==> src/hw/rtl/lirc_pkg.sv <==
`default_nettype none

package lirc_pkg;

    // Fixed field and register widths.
    localparam int RATE_W         = 18;
    localparam int CHIP_W         = 19;
    localparam int GAIN_W         = 9;
    localparam int CFG_DATA_W     = 19;
    localparam int CFG_IDX_W      = 2;
    localparam int ACC_W          = 20;
    localparam int MIX_W          = 32;
    localparam int SAMPLE_PORT_W  = 16;
    localparam int SAMPLE_MAX_W   = 24;
    localparam int PEAK_STORE_W   = 17;
    localparam int PEAK_OUT_W     = 16;
    localparam int TAKEN_W        = 2;

    // Gain is given in percent; the divider works on remainders of this width.
    localparam int GAIN_DIV       = 100;
    localparam int GAIN_DIV_W     = 7;

    localparam logic [RATE_W-1:0]       RATE_RESET = 18'd44100;
    localparam logic [CHIP_W-1:0]       CHIP_RESET = 19'd53267;
    localparam logic [GAIN_W-1:0]       GAIN_RESET = 9'd100;
    localparam logic [PEAK_STORE_W-1:0] PEAK_MAX   = 17'h1FFFF;

    // Configuration register indexes.
    localparam logic [CFG_IDX_W-1:0] CFG_OUTPUT_RATE  = 2'd0;
    localparam logic [CFG_IDX_W-1:0] CFG_CHIP_RATE    = 2'd1;
    localparam logic [CFG_IDX_W-1:0] CFG_GAIN_PERCENT = 2'd2;

    typedef enum logic [7:0] {
        ST_IDLE  = 8'b0000_0001,
        ST_MUL   = 8'b0000_0010,
        ST_DIV   = 8'b0000_0100,
        ST_LEVEL = 8'b0000_1000,
        ST_MAG   = 8'b0001_0000,
        ST_GMUL  = 8'b0010_0000,
        ST_GDIV  = 8'b0100_0000,
        ST_DONE  = 8'b1000_0000
    } state_t;

endpackage

`default_nettype wire

==> src/hw/rtl/linear_interp_rate_converter.sv <==
`default_nettype none

// Stereo linear-interpolation rate converter and mixer. Each accepted input
// transfer is one output frame: both channels are interpolated between the
// previous and next source samples at the current phase, scaled by
// gain_percent / 100 (both divisions truncate toward zero), added with 32-bit
// wraparound to the incoming mix values, and a running peak of absolute levels
// is updated. The phase then advances by chip_rate and up to two of the offered
// source samples (a, then b) are consumed; samples_taken reports how many.
// One frame is worked at a time through bit-serial shift-add multipliers and
// restoring dividers, both channels side by side. After its input transfer a
// frame goes through the phase multiply (one phase bit a cycle), the division
// by output_rate (one quotient bit a cycle), the level and magnitude steps, the
// gain multiply, the division by 100 and the final sum, and its result is then
// offered. The next input transfer can be taken in the cycle after the result
// is loaded. A finished result waits in the output register without holding
// up the next frame; only the final load waits for that register to be free.
// Configuration writes are expected only while no frame is in flight.

module linear_interp_rate_converter #(
    parameter int SAMPLE_BITS = 16
) (
    input  logic                                   clk,
    input  logic                                   rst_n,

    input  logic                                   cfg_write,
    input  logic [lirc_pkg::CFG_IDX_W-1:0]         cfg_index,
    input  logic [lirc_pkg::CFG_DATA_W-1:0]        cfg_data,

    input  logic                                   in_valid,
    output logic                                   in_stall,
    input  logic signed [lirc_pkg::MIX_W-1:0]      mix_in_left,
    input  logic signed [lirc_pkg::MIX_W-1:0]      mix_in_right,
    input  logic signed [lirc_pkg::SAMPLE_PORT_W-1:0] sample_a_left,
    input  logic signed [lirc_pkg::SAMPLE_PORT_W-1:0] sample_a_right,
    input  logic signed [lirc_pkg::SAMPLE_PORT_W-1:0] sample_b_left,
    input  logic signed [lirc_pkg::SAMPLE_PORT_W-1:0] sample_b_right,
    input  logic                                   block_end,

    output logic                                   out_valid,
    input  logic                                   out_stall,
    output logic signed [lirc_pkg::MIX_W-1:0]      mix_out_left,
    output logic signed [lirc_pkg::MIX_W-1:0]      mix_out_right,
    output logic [lirc_pkg::TAKEN_W-1:0]           samples_taken,
    output logic [lirc_pkg::PEAK_OUT_W-1:0]        peak_level,
    output logic                                   frame_last
);

    localparam int SB         = SAMPLE_BITS;
    localparam int RW         = lirc_pkg::RATE_W;
    localparam int GW         = lirc_pkg::GAIN_W;
    localparam int DW         = lirc_pkg::GAIN_DIV_W;
    localparam int MW         = lirc_pkg::MIX_W;
    localparam int AW         = lirc_pkg::ACC_W;
    localparam int PW         = lirc_pkg::PEAK_STORE_W;

    // Phase product |d| * ph and its quotient share one register per channel.
    localparam int PROD_W     = SB + RW;
    // Gain product |level| * gain; its quotient by 100 fits in SB + 2 bits.
    localparam int GPROD_W    = SB + GW;
    localparam int GQ_W       = GPROD_W - DW;

    localparam int MUL_STEPS  = RW;
    localparam int DIV_STEPS  = SB;
    localparam int GMUL_STEPS = GW;
    localparam int GDIV_STEPS = GQ_W;

    localparam int CNT_MAX    = (MUL_STEPS > GDIV_STEPS) ? MUL_STEPS : GDIV_STEPS;
    localparam int CW         = $clog2(CNT_MAX);
    localparam int ABS_W      = (SB > PW) ? SB : PW;

    // ------------------------------------------------------------------
    // Registers
    // ------------------------------------------------------------------
    lirc_pkg::state_t state_reg;
    lirc_pkg::state_t state_next;
    logic [CW-1:0]    cnt_reg;

    logic [RW-1:0]                  rate_reg;
    logic [lirc_pkg::CHIP_W-1:0]    chip_reg;
    logic [GW-1:0]                  gain_reg;

    logic signed [SB-1:0]           prev_reg  [2];
    logic signed [SB-1:0]           next_reg  [2];
    logic [RW-1:0]                  phase_reg;
    logic [PW-1:0]                  peak_reg;
    logic [AW-1:0]                  acc_reg;
    logic [lirc_pkg::TAKEN_W-1:0]   taken_reg;

    logic [MW-1:0]                  mix_reg   [2];
    logic [SB-1:0]                  samp_a_reg [2];
    logic [SB-1:0]                  samp_b_reg [2];
    logic                           last_reg;

    logic signed [SB-1:0]           base_reg  [2];
    logic                           neg_reg   [2];
    logic [SB-1:0]                  dmag_reg  [2];
    logic [PROD_W-1:0]              prod_reg  [2];
    logic signed [SB-1:0]           level_reg [2];
    logic                           lsign_reg [2];
    logic [SB-1:0]                  mag_reg   [2];
    logic [GPROD_W-1:0]             gprod_reg [2];

    logic                           out_valid_reg;
    logic [MW-1:0]                  mix_out_reg [2];
    logic [lirc_pkg::TAKEN_W-1:0]   taken_out_reg;
    logic [lirc_pkg::PEAK_OUT_W-1:0] peak_out_reg;
    logic                           last_out_reg;

    // ------------------------------------------------------------------
    // Handshake
    // ------------------------------------------------------------------
    logic in_xfer;
    logic out_xfer;
    logic done_go;

    assign in_stall  = (state_reg != lirc_pkg::ST_IDLE);
    assign in_xfer   = in_valid && !in_stall;
    assign out_xfer  = out_valid_reg && !out_stall;
    assign done_go   = (state_reg == lirc_pkg::ST_DONE) && (!out_valid_reg || !out_stall);

    assign out_valid     = out_valid_reg;
    assign mix_out_left  = mix_out_reg[0];
    assign mix_out_right = mix_out_reg[1];
    assign samples_taken = taken_out_reg;
    assign peak_level    = peak_out_reg;
    assign frame_last    = last_out_reg;

    // ------------------------------------------------------------------
    // Channel datapath
    // ------------------------------------------------------------------
    logic [lirc_pkg::SAMPLE_PORT_W-1:0] port_a [2];
    logic [lirc_pkg::SAMPLE_PORT_W-1:0] port_b [2];
    logic [MW-1:0]                      port_mix [2];

    logic [SB-1:0]        conv_a     [2];
    logic [SB-1:0]        conv_b     [2];
    logic [SB:0]          d_fwd      [2];
    logic [SB:0]          d_bwd      [2];
    logic [SB-1:0]        dmag       [2];
    logic [SB:0]          mul_add    [2];
    logic [PROD_W-1:0]    mul_step   [2];
    logic [RW:0]          div_t      [2];
    logic [RW+1:0]        div_diff   [2];
    logic                 div_ge     [2];
    logic [PROD_W-1:0]    div_step   [2];
    logic [SB:0]          lvl_sum    [2];
    logic [SB-1:0]        level      [2];
    logic [SB-1:0]        mag        [2];
    logic [SB:0]          gmul_add   [2];
    logic [GPROD_W-1:0]   gmul_step  [2];
    logic [DW:0]          gdiv_t     [2];
    logic [DW+1:0]        gdiv_diff  [2];
    logic                 gdiv_ge    [2];
    logic [GPROD_W-1:0]   gdiv_step  [2];
    logic [MW-1:0]        mix_sum    [2];
    logic [ABS_W-1:0]     abs_ext    [2];
    logic [PW-1:0]        clamp      [2];
    logic [lirc_pkg::SAMPLE_MAX_W-1:0] ext_a [2];
    logic [lirc_pkg::SAMPLE_MAX_W-1:0] ext_b [2];

    always_comb
    begin
        port_a[0]   = sample_a_left;
        port_a[1]   = sample_a_right;
        port_b[0]   = sample_b_left;
        port_b[1]   = sample_b_right;
        port_mix[0] = mix_in_left;
        port_mix[1] = mix_in_right;

        for (int c = 0; c < 2; c++)
        begin
            // Offered samples are read from their low SAMPLE_BITS bits.
            ext_a[c]  = lirc_pkg::SAMPLE_MAX_W'(port_a[c]);
            ext_b[c]  = lirc_pkg::SAMPLE_MAX_W'(port_b[c]);
            conv_a[c] = ext_a[c][SB-1:0];
            conv_b[c] = ext_b[c][SB-1:0];

            // Magnitude and sign of next - prev, from two parallel subtractors.
            d_fwd[c] = {next_reg[c][SB-1], next_reg[c]} - {prev_reg[c][SB-1], prev_reg[c]};
            d_bwd[c] = {prev_reg[c][SB-1], prev_reg[c]} - {next_reg[c][SB-1], next_reg[c]};
            dmag[c]  = d_fwd[c][SB] ? d_bwd[c][SB-1:0] : d_fwd[c][SB-1:0];

            // Shift-add multiply: one phase bit a cycle, LSB first.
            mul_add[c]  = {1'b0, prod_reg[c][PROD_W-1:RW]}
                        + (prod_reg[c][0] ? {1'b0, dmag_reg[c]} : {(SB+1){1'b0}});
            mul_step[c] = {mul_add[c], prod_reg[c][RW-1:1]};

            // Restoring division by output_rate. The upper RW bits start
            // below the divisor, so only SB quotient bits are produced.
            div_t[c]    = {prod_reg[c][PROD_W-1:SB], prod_reg[c][SB-1]};
            div_diff[c] = {1'b0, div_t[c]} - {2'b00, rate_reg};
            div_ge[c]   = !div_diff[c][RW+1];
            div_step[c] = {(div_ge[c] ? div_diff[c][RW-1:0] : div_t[c][RW-1:0]),
                           prod_reg[c][SB-2:0], div_ge[c]};

            // level = prev +/- quotient, one adder with carry in.
            lvl_sum[c] = {base_reg[c][SB-1], base_reg[c]}
                       + ({1'b0, prod_reg[c][SB-1:0]} ^ {(SB+1){neg_reg[c]}})
                       + (SB+1)'(neg_reg[c]);
            level[c]   = (rate_reg == '0) ? base_reg[c] : lvl_sum[c][SB-1:0];

            mag[c] = (level_reg[c] ^ {SB{level_reg[c][SB-1]}}) + SB'(level_reg[c][SB-1]);

            // Gain multiply, one gain bit a cycle.
            gmul_add[c]  = {1'b0, gprod_reg[c][GPROD_W-1:GW]}
                         + (gprod_reg[c][0] ? {1'b0, mag_reg[c]} : {(SB+1){1'b0}});
            gmul_step[c] = {gmul_add[c], gprod_reg[c][GW-1:1]};

            // Restoring division by 100.
            gdiv_t[c]    = {gprod_reg[c][GPROD_W-1:GQ_W], gprod_reg[c][GQ_W-1]};
            gdiv_diff[c] = {1'b0, gdiv_t[c]} - (DW+2)'(lirc_pkg::GAIN_DIV);
            gdiv_ge[c]   = !gdiv_diff[c][DW+1];
            gdiv_step[c] = {(gdiv_ge[c] ? gdiv_diff[c][DW-1:0] : gdiv_t[c][DW-1:0]),
                            gprod_reg[c][GQ_W-2:0], gdiv_ge[c]};

            // Signed scaled value added to the mix with wraparound.
            mix_sum[c] = mix_reg[c]
                       + ({MW{lsign_reg[c]}} ^ MW'(gprod_reg[c][GQ_W-1:0]))
                       + MW'(lsign_reg[c]);

            abs_ext[c] = ABS_W'(mag_reg[c]);
            clamp[c]   = (abs_ext[c] > ABS_W'(lirc_pkg::PEAK_MAX)) ? lirc_pkg::PEAK_MAX
                                                                  : abs_ext[c][PW-1:0];
        end
    end

    // Phase used for interpolation never goes past the rate.
    logic [RW-1:0] ph_use;
    logic          acc_ge;
    logic [PW-1:0] peak_lr;
    logic [PW-1:0] peak_new;

    assign ph_use   = (phase_reg > rate_reg) ? rate_reg : phase_reg;
    assign acc_ge   = (acc_reg >= AW'(rate_reg));
    assign peak_lr  = (clamp[0] > clamp[1]) ? clamp[0] : clamp[1];
    assign peak_new = (peak_lr > peak_reg) ? peak_lr : peak_reg;

    // ------------------------------------------------------------------
    // Sequencer
    // ------------------------------------------------------------------
    always_comb
    begin
        state_next = state_reg;
        unique case (state_reg)
            lirc_pkg::ST_IDLE:
                if (in_xfer)
                    state_next = lirc_pkg::ST_MUL;
            lirc_pkg::ST_MUL:
                if (cnt_reg == '0)
                    state_next = lirc_pkg::ST_DIV;
            lirc_pkg::ST_DIV:
                if (cnt_reg == '0)
                    state_next = lirc_pkg::ST_LEVEL;
            lirc_pkg::ST_LEVEL:
                state_next = lirc_pkg::ST_MAG;
            lirc_pkg::ST_MAG:
                state_next = lirc_pkg::ST_GMUL;
            lirc_pkg::ST_GMUL:
                if (cnt_reg == '0)
                    state_next = lirc_pkg::ST_GDIV;
            lirc_pkg::ST_GDIV:
                if (cnt_reg == '0)
                    state_next = lirc_pkg::ST_DONE;
            lirc_pkg::ST_DONE:
                if (done_go)
                    state_next = lirc_pkg::ST_IDLE;
            default:
                state_next = lirc_pkg::ST_IDLE;
        endcase
    end

    always_ff @(posedge clk or negedge rst_n)
    begin
        if (!rst_n)
        begin
            state_reg <= lirc_pkg::ST_IDLE;
            cnt_reg   <= '0;
        end
        else
        begin
            state_reg <= state_next;
            priority if (in_xfer)
                cnt_reg <= CW'(MUL_STEPS - 1);
            else if (state_reg == lirc_pkg::ST_MUL && cnt_reg == '0)
                cnt_reg <= CW'(DIV_STEPS - 1);
            else if (state_reg == lirc_pkg::ST_MAG)
                cnt_reg <= CW'(GMUL_STEPS - 1);
            else if (state_reg == lirc_pkg::ST_GMUL && cnt_reg == '0)
                cnt_reg <= CW'(GDIV_STEPS - 1);
            else if (cnt_reg != '0)
                cnt_reg <= cnt_reg - 1'b1;
        end
    end

    // ------------------------------------------------------------------
    // Configuration and frame state
    // ------------------------------------------------------------------
    always_ff @(posedge clk or negedge rst_n)
    begin
        if (!rst_n)
        begin
            rate_reg  <= lirc_pkg::RATE_RESET;
            chip_reg  <= lirc_pkg::CHIP_RESET;
            gain_reg  <= lirc_pkg::GAIN_RESET;
            prev_reg  <= '{default: '0};
            next_reg  <= '{default: '0};
            phase_reg <= '0;
            peak_reg  <= '0;
            acc_reg   <= '0;
            taken_reg <= '0;
        end
        else
        begin
            if (cfg_write)
            begin
                if (cfg_index == lirc_pkg::CFG_OUTPUT_RATE)
                    rate_reg <= cfg_data[RW-1:0];
                if (cfg_index == lirc_pkg::CFG_CHIP_RATE)
                    chip_reg <= cfg_data[lirc_pkg::CHIP_W-1:0];
                if (cfg_index == lirc_pkg::CFG_GAIN_PERCENT)
                    gain_reg <= cfg_data[GW-1:0];
            end

            if (in_xfer)
            begin
                acc_reg   <= AW'(phase_reg) + AW'(chip_reg);
                taken_reg <= '0;
            end

            // The phase advance rides along the start of the multiply:
            // up to two sample takes, then the wrap limit.
            if (state_reg == lirc_pkg::ST_MUL)
            begin
                if ((cnt_reg == CW'(MUL_STEPS - 1) || cnt_reg == CW'(MUL_STEPS - 2))
                    && rate_reg != '0 && acc_ge)
                begin
                    acc_reg   <= acc_reg - AW'(rate_reg);
                    taken_reg <= taken_reg + 1'b1;
                    for (int c = 0; c < 2; c++)
                    begin
                        prev_reg[c] <= next_reg[c];
                        next_reg[c] <= (taken_reg == '0) ? samp_a_reg[c] : samp_b_reg[c];
                    end
                end
                if (cnt_reg == CW'(MUL_STEPS - 3))
                begin
                    if (rate_reg == '0)
                        phase_reg <= '0;
                    else if (acc_ge)
                        phase_reg <= rate_reg - 1'b1;
                    else
                        phase_reg <= acc_reg[RW-1:0];
                end
            end

            if (state_reg == lirc_pkg::ST_GMUL && cnt_reg == CW'(GMUL_STEPS - 1))
                peak_reg <= peak_new;
        end
    end

    // ------------------------------------------------------------------
    // Serial datapath registers
    // ------------------------------------------------------------------
    always_ff @(posedge clk)
    begin
        if (in_xfer)
            last_reg <= block_end;

        for (int c = 0; c < 2; c++)
        begin
            if (in_xfer)
            begin
                mix_reg[c]    <= port_mix[c];
                samp_a_reg[c] <= conv_a[c];
                samp_b_reg[c] <= conv_b[c];
                base_reg[c]   <= prev_reg[c];
                neg_reg[c]    <= d_fwd[c][SB];
                dmag_reg[c]   <= dmag[c];
                prod_reg[c]   <= PROD_W'(ph_use);
            end
            else if (state_reg == lirc_pkg::ST_MUL)
                prod_reg[c] <= mul_step[c];
            else if (state_reg == lirc_pkg::ST_DIV)
                prod_reg[c] <= div_step[c];

            if (state_reg == lirc_pkg::ST_LEVEL)
                level_reg[c] <= level[c];

            if (state_reg == lirc_pkg::ST_MAG)
            begin
                mag_reg[c]   <= mag[c];
                lsign_reg[c] <= level_reg[c][SB-1];
                gprod_reg[c] <= GPROD_W'(gain_reg);
            end
            else if (state_reg == lirc_pkg::ST_GMUL)
                gprod_reg[c] <= gmul_step[c];
            else if (state_reg == lirc_pkg::ST_GDIV)
                gprod_reg[c] <= gdiv_step[c];
        end
    end

    // ------------------------------------------------------------------
    // Output register
    // ------------------------------------------------------------------
    always_ff @(posedge clk or negedge rst_n)
    begin
        if (!rst_n)
            out_valid_reg <= 1'b0;
        else if (done_go)
            out_valid_reg <= 1'b1;
        else if (out_xfer)
            out_valid_reg <= 1'b0;
    end

    always_ff @(posedge clk)
    begin
        if (done_go)
        begin
            mix_out_reg[0] <= mix_sum[0];
            mix_out_reg[1] <= mix_sum[1];
            taken_out_reg  <= taken_reg;
            peak_out_reg   <= peak_reg[lirc_pkg::PEAK_OUT_W-1:0];
            last_out_reg   <= last_reg;
        end
    end

    // ------------------------------------------------------------------
    // Assertions
    // ------------------------------------------------------------------
    a_accept_starts_mul: assert property (@(posedge clk) disable iff (!rst_n)
        in_xfer |=> state_reg == lirc_pkg::ST_MUL)
        else $error("frame transfer did not start the phase multiply");

    a_phase_wrapped: assert property (@(posedge clk) disable iff (!rst_n)
        (state_reg == lirc_pkg::ST_DONE && rate_reg != '0) |-> phase_reg < rate_reg)
        else $error("phase not below output rate at end of frame");

    a_taken_bound: assert property (@(posedge clk) disable iff (!rst_n)
        out_valid_reg |-> taken_out_reg != 2'd3)
        else $error("more than two source samples taken");

    a_peak_monotonic: assert property (@(posedge clk) disable iff (!rst_n)
        1'b1 |=> peak_reg >= $past(peak_reg))
        else $error("running peak decreased");

    a_result_from_done: assert property (@(posedge clk) disable iff (!rst_n)
        $rose(out_valid_reg) |-> $past(state_reg == lirc_pkg::ST_DONE))
        else $error("result offered outside the final sequencer step");

endmodule

`default_nettype wire

==> config.mk <==
export PLATFORM = sky130hd
export DESIGN_NAME = linear_interp_rate_converter
export DESIGN_NICKNAME = d
export VERILOG_FILES = /design/src/hw/rtl/lirc_pkg.sv /design/src/hw/rtl/linear_interp_rate_converter.sv
export SDC_FILE = /design/constraint.sdc
export NUM_CORES = 2
export LEC_CHECK = 0
export BUFFER_PORTS_ARGS = -buffer_cell sky130_fd_sc_hd__buf_4
export CORE_ASPECT_RATIO = 0.7
export CORE_MARGIN = 5
export CORE_UTILIZATION = 25
export DETAILED_ROUTE_END_ITERATION = 10
export GPL_TIMING_DRIVEN = 0
export PLACE_DENSITY = 0.47
export SLEW_MARGIN = 10
export SYNTH_ARGS = -nofsm -noshare
export SYNTH_HDL_FRONTEND = slang
export SYNTH_SLANG_ARGS = --single-unit
==> constraint.sdc <==
create_clock -name clk -period 8.4 [get_ports clk]
set_input_delay 1.68 -clock clk [delete_from_list [all_inputs] [get_ports clk]]
set_output_delay 1.68 -clock clk [all_outputs]
set_load 0.02 [all_outputs]
== After elaboration in Yosys (flattened, before gate mapping) ==
Memory sizes are Yosys's and may differ from the RTL's.
Index checks and enable logic that the tools add are counted.
Word-level totals
  input port bits: 155
  output and inout bits: 85
  logic and storage cells: 196
  memory bits (writable): 442
  bits in registers: 201
  memories kept: 12
Memories
  prod_reg: words 2, width 34, rd ports 2, clocked after Yosys merged registers in 0, write ports 2, RTL line linear_interp_rate_converter.sv:98  | logic [PROD_W-1:0] prod_reg [2];
  mix_out_reg: words 2, width 32, rd ports 2, clocked after Yosys merged registers in 0, write ports 2, RTL line linear_interp_rate_converter.sv:105  | logic [MW-1:0] mix_out_reg [2];
  mix_reg: words 2, width 32, rd ports 2, clocked after Yosys merged registers in 0, write ports 2, RTL line linear_interp_rate_converter.sv:90  | logic [MW-1:0] mix_reg [2];
  gprod_reg: words 2, width 25, rd ports 2, clocked after Yosys merged registers in 0, write ports 2, RTL line linear_interp_rate_converter.sv:102  | logic [GPROD_W-1:0] gprod_reg [2];
  base_reg: words 2, width 16, rd ports 2, clocked after Yosys merged registers in 0, write ports 2, RTL line linear_interp_rate_converter.sv:95  | logic signed [SB-1:0] base_reg [2];
  dmag_reg: words 2, width 16, rd ports 2, clocked after Yosys merged registers in 0, write ports 2, RTL line linear_interp_rate_converter.sv:97  | logic [SB-1:0] dmag_reg [2];
  6 more memories
Cells by class
  $add $sub $neg: 27
  reduce and logical (&&, ||, !) cells: 32
  bitwise gates (word level): 14
  equal/unequal tests: 21
  $lt $le $gt $ge: 4
  mux-type cells: 68
Operators with widths (count)
  2-to-1 mux 16 bit: 11
  2-to-1 mux 34 bit: 4
  2-to-1 mux 25 bit: 4
  2-to-1 mux 18 bit: 5
  adder 16 x 16 -> 17 bit: 4
  adder 16 x 1 -> 16 bit: 4
  adder 32 x 1 -> 32 bit: 2
  adder 32 bit: 2
  case mux 8 bit (8 select lines): 1
  XOR 16 bit: 4
  XOR 32 x 18 -> 32 bit: 2
  2-to-1 mux 20 bit: 3
  2-to-1 mux 8 bit: 6
  subtractor 19 x 18 -> 20 bit: 2
  subtractor 16 x 16 -> 17 bit: 2
  adder 16 bit: 2
  subtractor 16 bit: 2
  2-to-1 mux 5 bit: 5
  2-to-1 mux 1 bit: 24
  adder 18 x 19 -> 20 bit: 1
  greater-or-equal comparator 20 x 18 -> 1 bit: 1
  subtractor 20 x 18 -> 20 bit: 1
  greater-than comparator 18 bit: 1
  zero test 18 bit: 1
  other kinds (33): 72

== Depth between registers and ports, before layout ==
  depth in word-level cells: 7
  gate-level depth with buffers: 24
  mapped depth without buffers: 22

== Worst setup path before layout ==
OpenSTA, ideal clock, no wires.
  path kind: input -> register
  from: input port in_valid
  to: register acc_reg[18]
  arrival time: 7682 ps
  path slack: 280 ps
  stages on the path: 4
  path buffers: 1
  setup time: 438 ps
  data required time: 7962 ps
  path through: nand2_1 > clkinv_1 > buf_1 > a221oi_1
On the way
  cells in the longest elaborated chain, start to end: 4
Ends and longest elaborated chain
  start: declaration: RTL line linear_interp_rate_converter.sv:30  | input logic in_valid,
  logical AND 1 bit (*): RTL line linear_interp_rate_converter.sv:118  | assign in_xfer = in_valid && !in_stall;
  net in_xfer: RTL line linear_interp_rate_converter.sv:113  | logic in_xfer;
  2-to-1 mux 20 bit (*): RTL line linear_interp_rate_converter.sv:325  | if (in_xfer)
  2-to-1 mux 20 bit: RTL line linear_interp_rate_converter.sv:335  | if ((cnt_reg == CW'(MUL_STEPS - 1) || cnt_reg == CW'(MUL_STEPS - 2))
  2-to-1 mux 20 bit (*): RTL line linear_interp_rate_converter.sv:333  | if (state_reg == lirc_pkg::ST_MUL)
  end signal: assignment: RTL line linear_interp_rate_converter.sv:327  | acc_reg <= AW'(phase_reg) + AW'(chip_reg);
  end signal: assignment: RTL line linear_interp_rate_converter.sv:338  | acc_reg <= acc_reg - AW'(rate_reg);
  end: declaration: RTL line linear_interp_rate_converter.sv:87  | logic [AW-1:0] acc_reg;
Mark *: on every way through the listed nets, which the timed path passes. The rest lies on a longest branch.
A chain may end at the register's enable or synchronous reset.

==> summary.txt <==
Setup path
  • Critical Path Slowest Stage Cell: a32oi_1
  • Crit path launch type: flip-flop
  • Delay-heaviest family, CP: compound AO/OA/AOI/OAI gates
  • Crit path arrival time: 5680 ps
  • WP buf/inv: 3
  • Critical path type: flip-flop to flip-flop
  • Crit path largest cell delay: 620 ps
  • Worst Path Max Fanout: 10
  • Crit path cell chain: inv_1, ha_1, a21oi_1, nor2b_1, o21ai_0, nand2b_1, a21oi_1, nor2b_1, o211ai_1, a32oi_1, buf_2, mux2_2, ha_1, a21o_1, a21oi_1, a21oi_1, a211oi_1, o21ai_0, a21o_1, a211oi_1, nor3_4, buf_6, mux2_1
  • Required time of the critical path: 8940 ps
  • CP endpoint kind: flip-flop
  • CP most frequent cell: a21oi_1

Timing
  • Fin. max-slew vios: 0
  • FMAX: 195 MHz
  • Min Tclk post-route: 5140 ps
  • Worst Clk Skew: 28.6 ps
  • Final worst path period share: 61.1%
  • Slew @ Worst Pin: 1200 ps
  • Setup Viol. Count Final: 0
  • Final hold violation count: 0
  • Total Neg Setup Slack: 0 ps
  • Slew headroom: 19.8%
  • Unrepaired setup endpoints after global routing: false

Placed design
  • Port Buf Inserts: 239
  • Cell Area, Placed: 45100 sq um
  • Routability congestion estimate: 0.845
  • HPWL after DPL: 93.8 mm

Route
  • Via count: 29700
  • Drt pass-1 iters: 7
  • DRC Markers: 0
  • Initial DRC Count: 2150
  • DR WL/cell: 19.2 microns
  • Detail Route Antenna Nets: 0
  • Vias per cell: 4.71
  • Routed wire length: 121 mm

Synth
  • Syn avg cell area: 10.7 sq um
  • Number of synthesized register bits: 642
  • Post-synth EDFFs: 462
  • Synth top area share: 34.5%
  • Cell taking the most area after synthesis: edfxtp_1
  • Synth Net Count: 4296
  • Syn Std Cell Area: 40300 sq um
  • Yosys cell types: 99
  • Synth top area cells: edfxtp_1 (34%), ha_1 (11%), dfrtp_1 (10%)
  • Yosys warnings: 0
  • Seq/Total Area, Yosys: 45.7%
  • Main synth FF type: edfxtp_1
  • Post-synth ARST share: 28.0%
  • Cells after Synth: 3776

Pwr
  • Max VDD drop: 0.000174 V
  • Power per Cell Area: 343 nW/um^2
  • Leak: 19.4 nW

Floorplanning
  • Site row count: 123
  • Initial Utilization: 25.1%
  • Core area: 160000 sq um
  • Die area: 169000 sq um
  • Die Span X: 490 microns
  • Die height: 346 microns
  • Io pins: 240

Clock network
  • Post-CTS setup buffers: 0
  • Root Buffer: clkbuf_16
  • Clock Sinks: 642
  • Worst-path clk slew: 70 ps
  • Post-CTS sizing: 0
  • CTS tree: done
  • Hold_buf cts: 0
  • CTS Buf Count: 76
  • Clk_lat worst skew: 680 ps
  • Htree depth: 3
  • CTS Buffer Depth: 3

Final layout
  • Post-route cell area: 47700 sq um
  • Area grow syn2layout: 18.5%
  • Largest register FFs: 68
  • FILL cells: 16700
  • Layout Nets: 4630
  • Layout cell share with drive strength beyond 1: 13.2%

Global routing
  • Vias in the first global route: 28900
  • GRT Residual Overflow: 0
  • Largest net degree at the start of global routing: 99
  • Antenna violations before repair: 8
  • GRT Util Overall: 13.9%
  • First-pass GRT wire length: 181 mm

Min path
  • Worst Hold Class: flip-flop to flip-flop

Job
  • Max Cap Viol: 0

Status
  • Run status: finished clean
==> through the flow <==
stage	total power, mW	instances	hold WS (ps)	worst slack, ps	utilization [%]
after floorplan	10.7	3776	400	280	-
after global placement	12.8	6140	402	-4230	27.9
after detailed placement	12.8	6157	411	3180	28.1
after CTS	16.5	6297	431	3160	29.7
after global routing	17.6	6298	433	2830	29.7
final	16.4	6299	425	3260	29.7
==> layout make-up <==
cell class                 instances  area [sq um]  area share, %
sequential                       642         18400           38.6
inverter                         219           822           1.72
buffer                           120           537           1.13
tap                             2125          2660           5.57
multi-input combinational       2795         20500           43.1
clock buffer                      86          1960           4.11
clock inverter                    54           632           1.32
antenna                            2          5.00         0.0105
timing repair buffer             256          2140           4.48
==> cell families (layout without fill, tap and decap cells) <==
family                   Yosys count  in the layout  share of synthesized area (%)
other                              0              2                              0
multiplexers                     184            184                           4.80
AND/OR/NAND/NOR                  852            852                           10.4
adder cells (fa/ha/maj)          365            365                           11.6
XOR/XNOR                         348            348                           7.57
flip-flops                       642            642                           45.7
buffers and inverters            339            735                           3.37
AO/OA/AOI/OAI                   1046           1046                           16.6
==> cells in the mapped netlist, types with 7 or more instances <==
| library cell | n |
|---|---|
| edfxtp_1 | 462 |
| ha_1 | 349 |
| o21ai_0 | 275 |
| nand2_1 | 272 |
| a21oi_1 | 269 |
| inv_1 | 218 |
| nor2_1 | 187 |
| xnor2_1 | 182 |
| xor2_1 | 166 |
| dfrtp_1 | 164 |
| mux2i_1 | 119 |
| a21o_1 | 115 |
| clkbuf_1 | 76 |
| and2_1 | 71 |
| o22ai_1 | 62 |
| mux2_2 | 61 |
| nor3_1 | 53 |
| nand3_1 | 49 |
| nand2b_1 | 45 |
| nor2b_1 | 41 |
| o21bai_1 | 39 |
| o21a_1 | 37 |
| and3_1 | 29 |
| nand4_1 | 28 |
| a221o_1 | 27 |
| buf_2 | 23 |
| a211oi_1 | 21 |
| a31oi_1 | 21 |
| a22oi_1 | 17 |
| dfstp_2 | 16 |
| fa_1 | 16 |
| o211ai_1 | 16 |
| o31ai_1 | 16 |
| a21boi_0 | 14 |
| or3_1 | 14 |
| o21ai_1 | 13 |
| nor4_1 | 12 |
| o41ai_1 | 11 |
| buf_1 | 10 |
| nand3b_1 | 10 |
| or2_2 | 10 |
| a41oi_1 | 7 |
| buf_4 | 7 |
| nor3b_1 | 7 |
==> per-layer routing <==
layer | GRT usage, % | up-vias | wire length (microns)
met3 | 2.76 | 154 | 7340
met2 | 19.5 | 725 | 48200
li1 | - | 14600 | -
met1 | 21.5 | 14300 | 63000
met5 | 0 | - | 12
met4 | 3.23 | 2 | 2500
==> path summary, 6_finish.rpt <==
| check | from | end | slack, ps | cells after the start |
|---|---|---|---|---|
| max in group asynchronous | rst_n | state_reg[6] | 6310 | 2 |
| hold reg to reg | last_reg | frame_last | 420 | 0 |
| setup reg to reg | mag_reg[0][25] | peak_reg[8] | 3260 | 23 |
| min in group asynchronous | rst_n | next_reg[21] | 1040 | 1 |
| hold / removal | last_reg | frame_last | 420 | 0 |
| setup / recovery | mag_reg[0][25] | peak_reg[8] | 3260 | 23 |
==> power breakdown <==
| group | internal (mW) | total (mW) | switching, mW | leakage [nW] |
|---|---|---|---|---|
| combinational | 3.27 | 7.74 | 4.47 | 11.6 |
| sequential | 4.49 | 5.10 | 0.610 | 6.48 |
| clock | 2.04 | 3.55 | 1.51 | 1.27 |
==> cell usage in the layout, fill, tap and decap left out, types with 17 or more instances in the layout <==
master | netlist | final
a211oi_1 | 21 | 21
a21o_1 | 115 | 115
a21oi_1 | 269 | 268
a221o_1 | 27 | 27
a22oi_1 | 17 | 17
a31oi_1 | 21 | 21
and2_1 | 71 | 71
and3_1 | 29 | 29
buf_2 | 23 | 24
buf_4 | 7 | 247
clkbuf_1 | 76 | 85
clkbuf_16 | 0 | 77
clkinv_2 | 0 | 20
dfrtp_1 | 164 | 164
edfxtp_1 | 462 | 462
ha_1 | 349 | 349
inv_1 | 218 | 217
mux2_2 | 61 | 61
mux2i_1 | 119 | 119
nand2_1 | 272 | 269
nand2b_1 | 45 | 45
nand3_1 | 49 | 49
nand4_1 | 28 | 28
nor2_1 | 187 | 187
nor2b_1 | 41 | 41
nor3_1 | 53 | 53
o21a_1 | 37 | 37
o21ai_0 | 275 | 275
o21bai_1 | 39 | 39
o22ai_1 | 62 | 62
xnor2_1 | 182 | 182
xor2_1 | 166 | 166
==> worst register-to-register path, cell delays in order (launching register included) <==
cell	delay, ps
edfxtp_1	420
inv_1	70
ha_1	290
a21oi_1	60
nor2b_1	100
o21ai_0	80
nand2b_1	90
a21oi_1	70
nor2b_1	110
o211ai_1	90
a32oi_1	620
buf_2	400
mux2_2	390
ha_1	290
a21o_1	160
a21oi_1	140
a21oi_1	80
a211oi_1	250
o21ai_0	110
a21o_1	180
a211oi_1	370
nor3_4	150
buf_6	190
mux2_1	310
(Power assumes the default switching activity.)
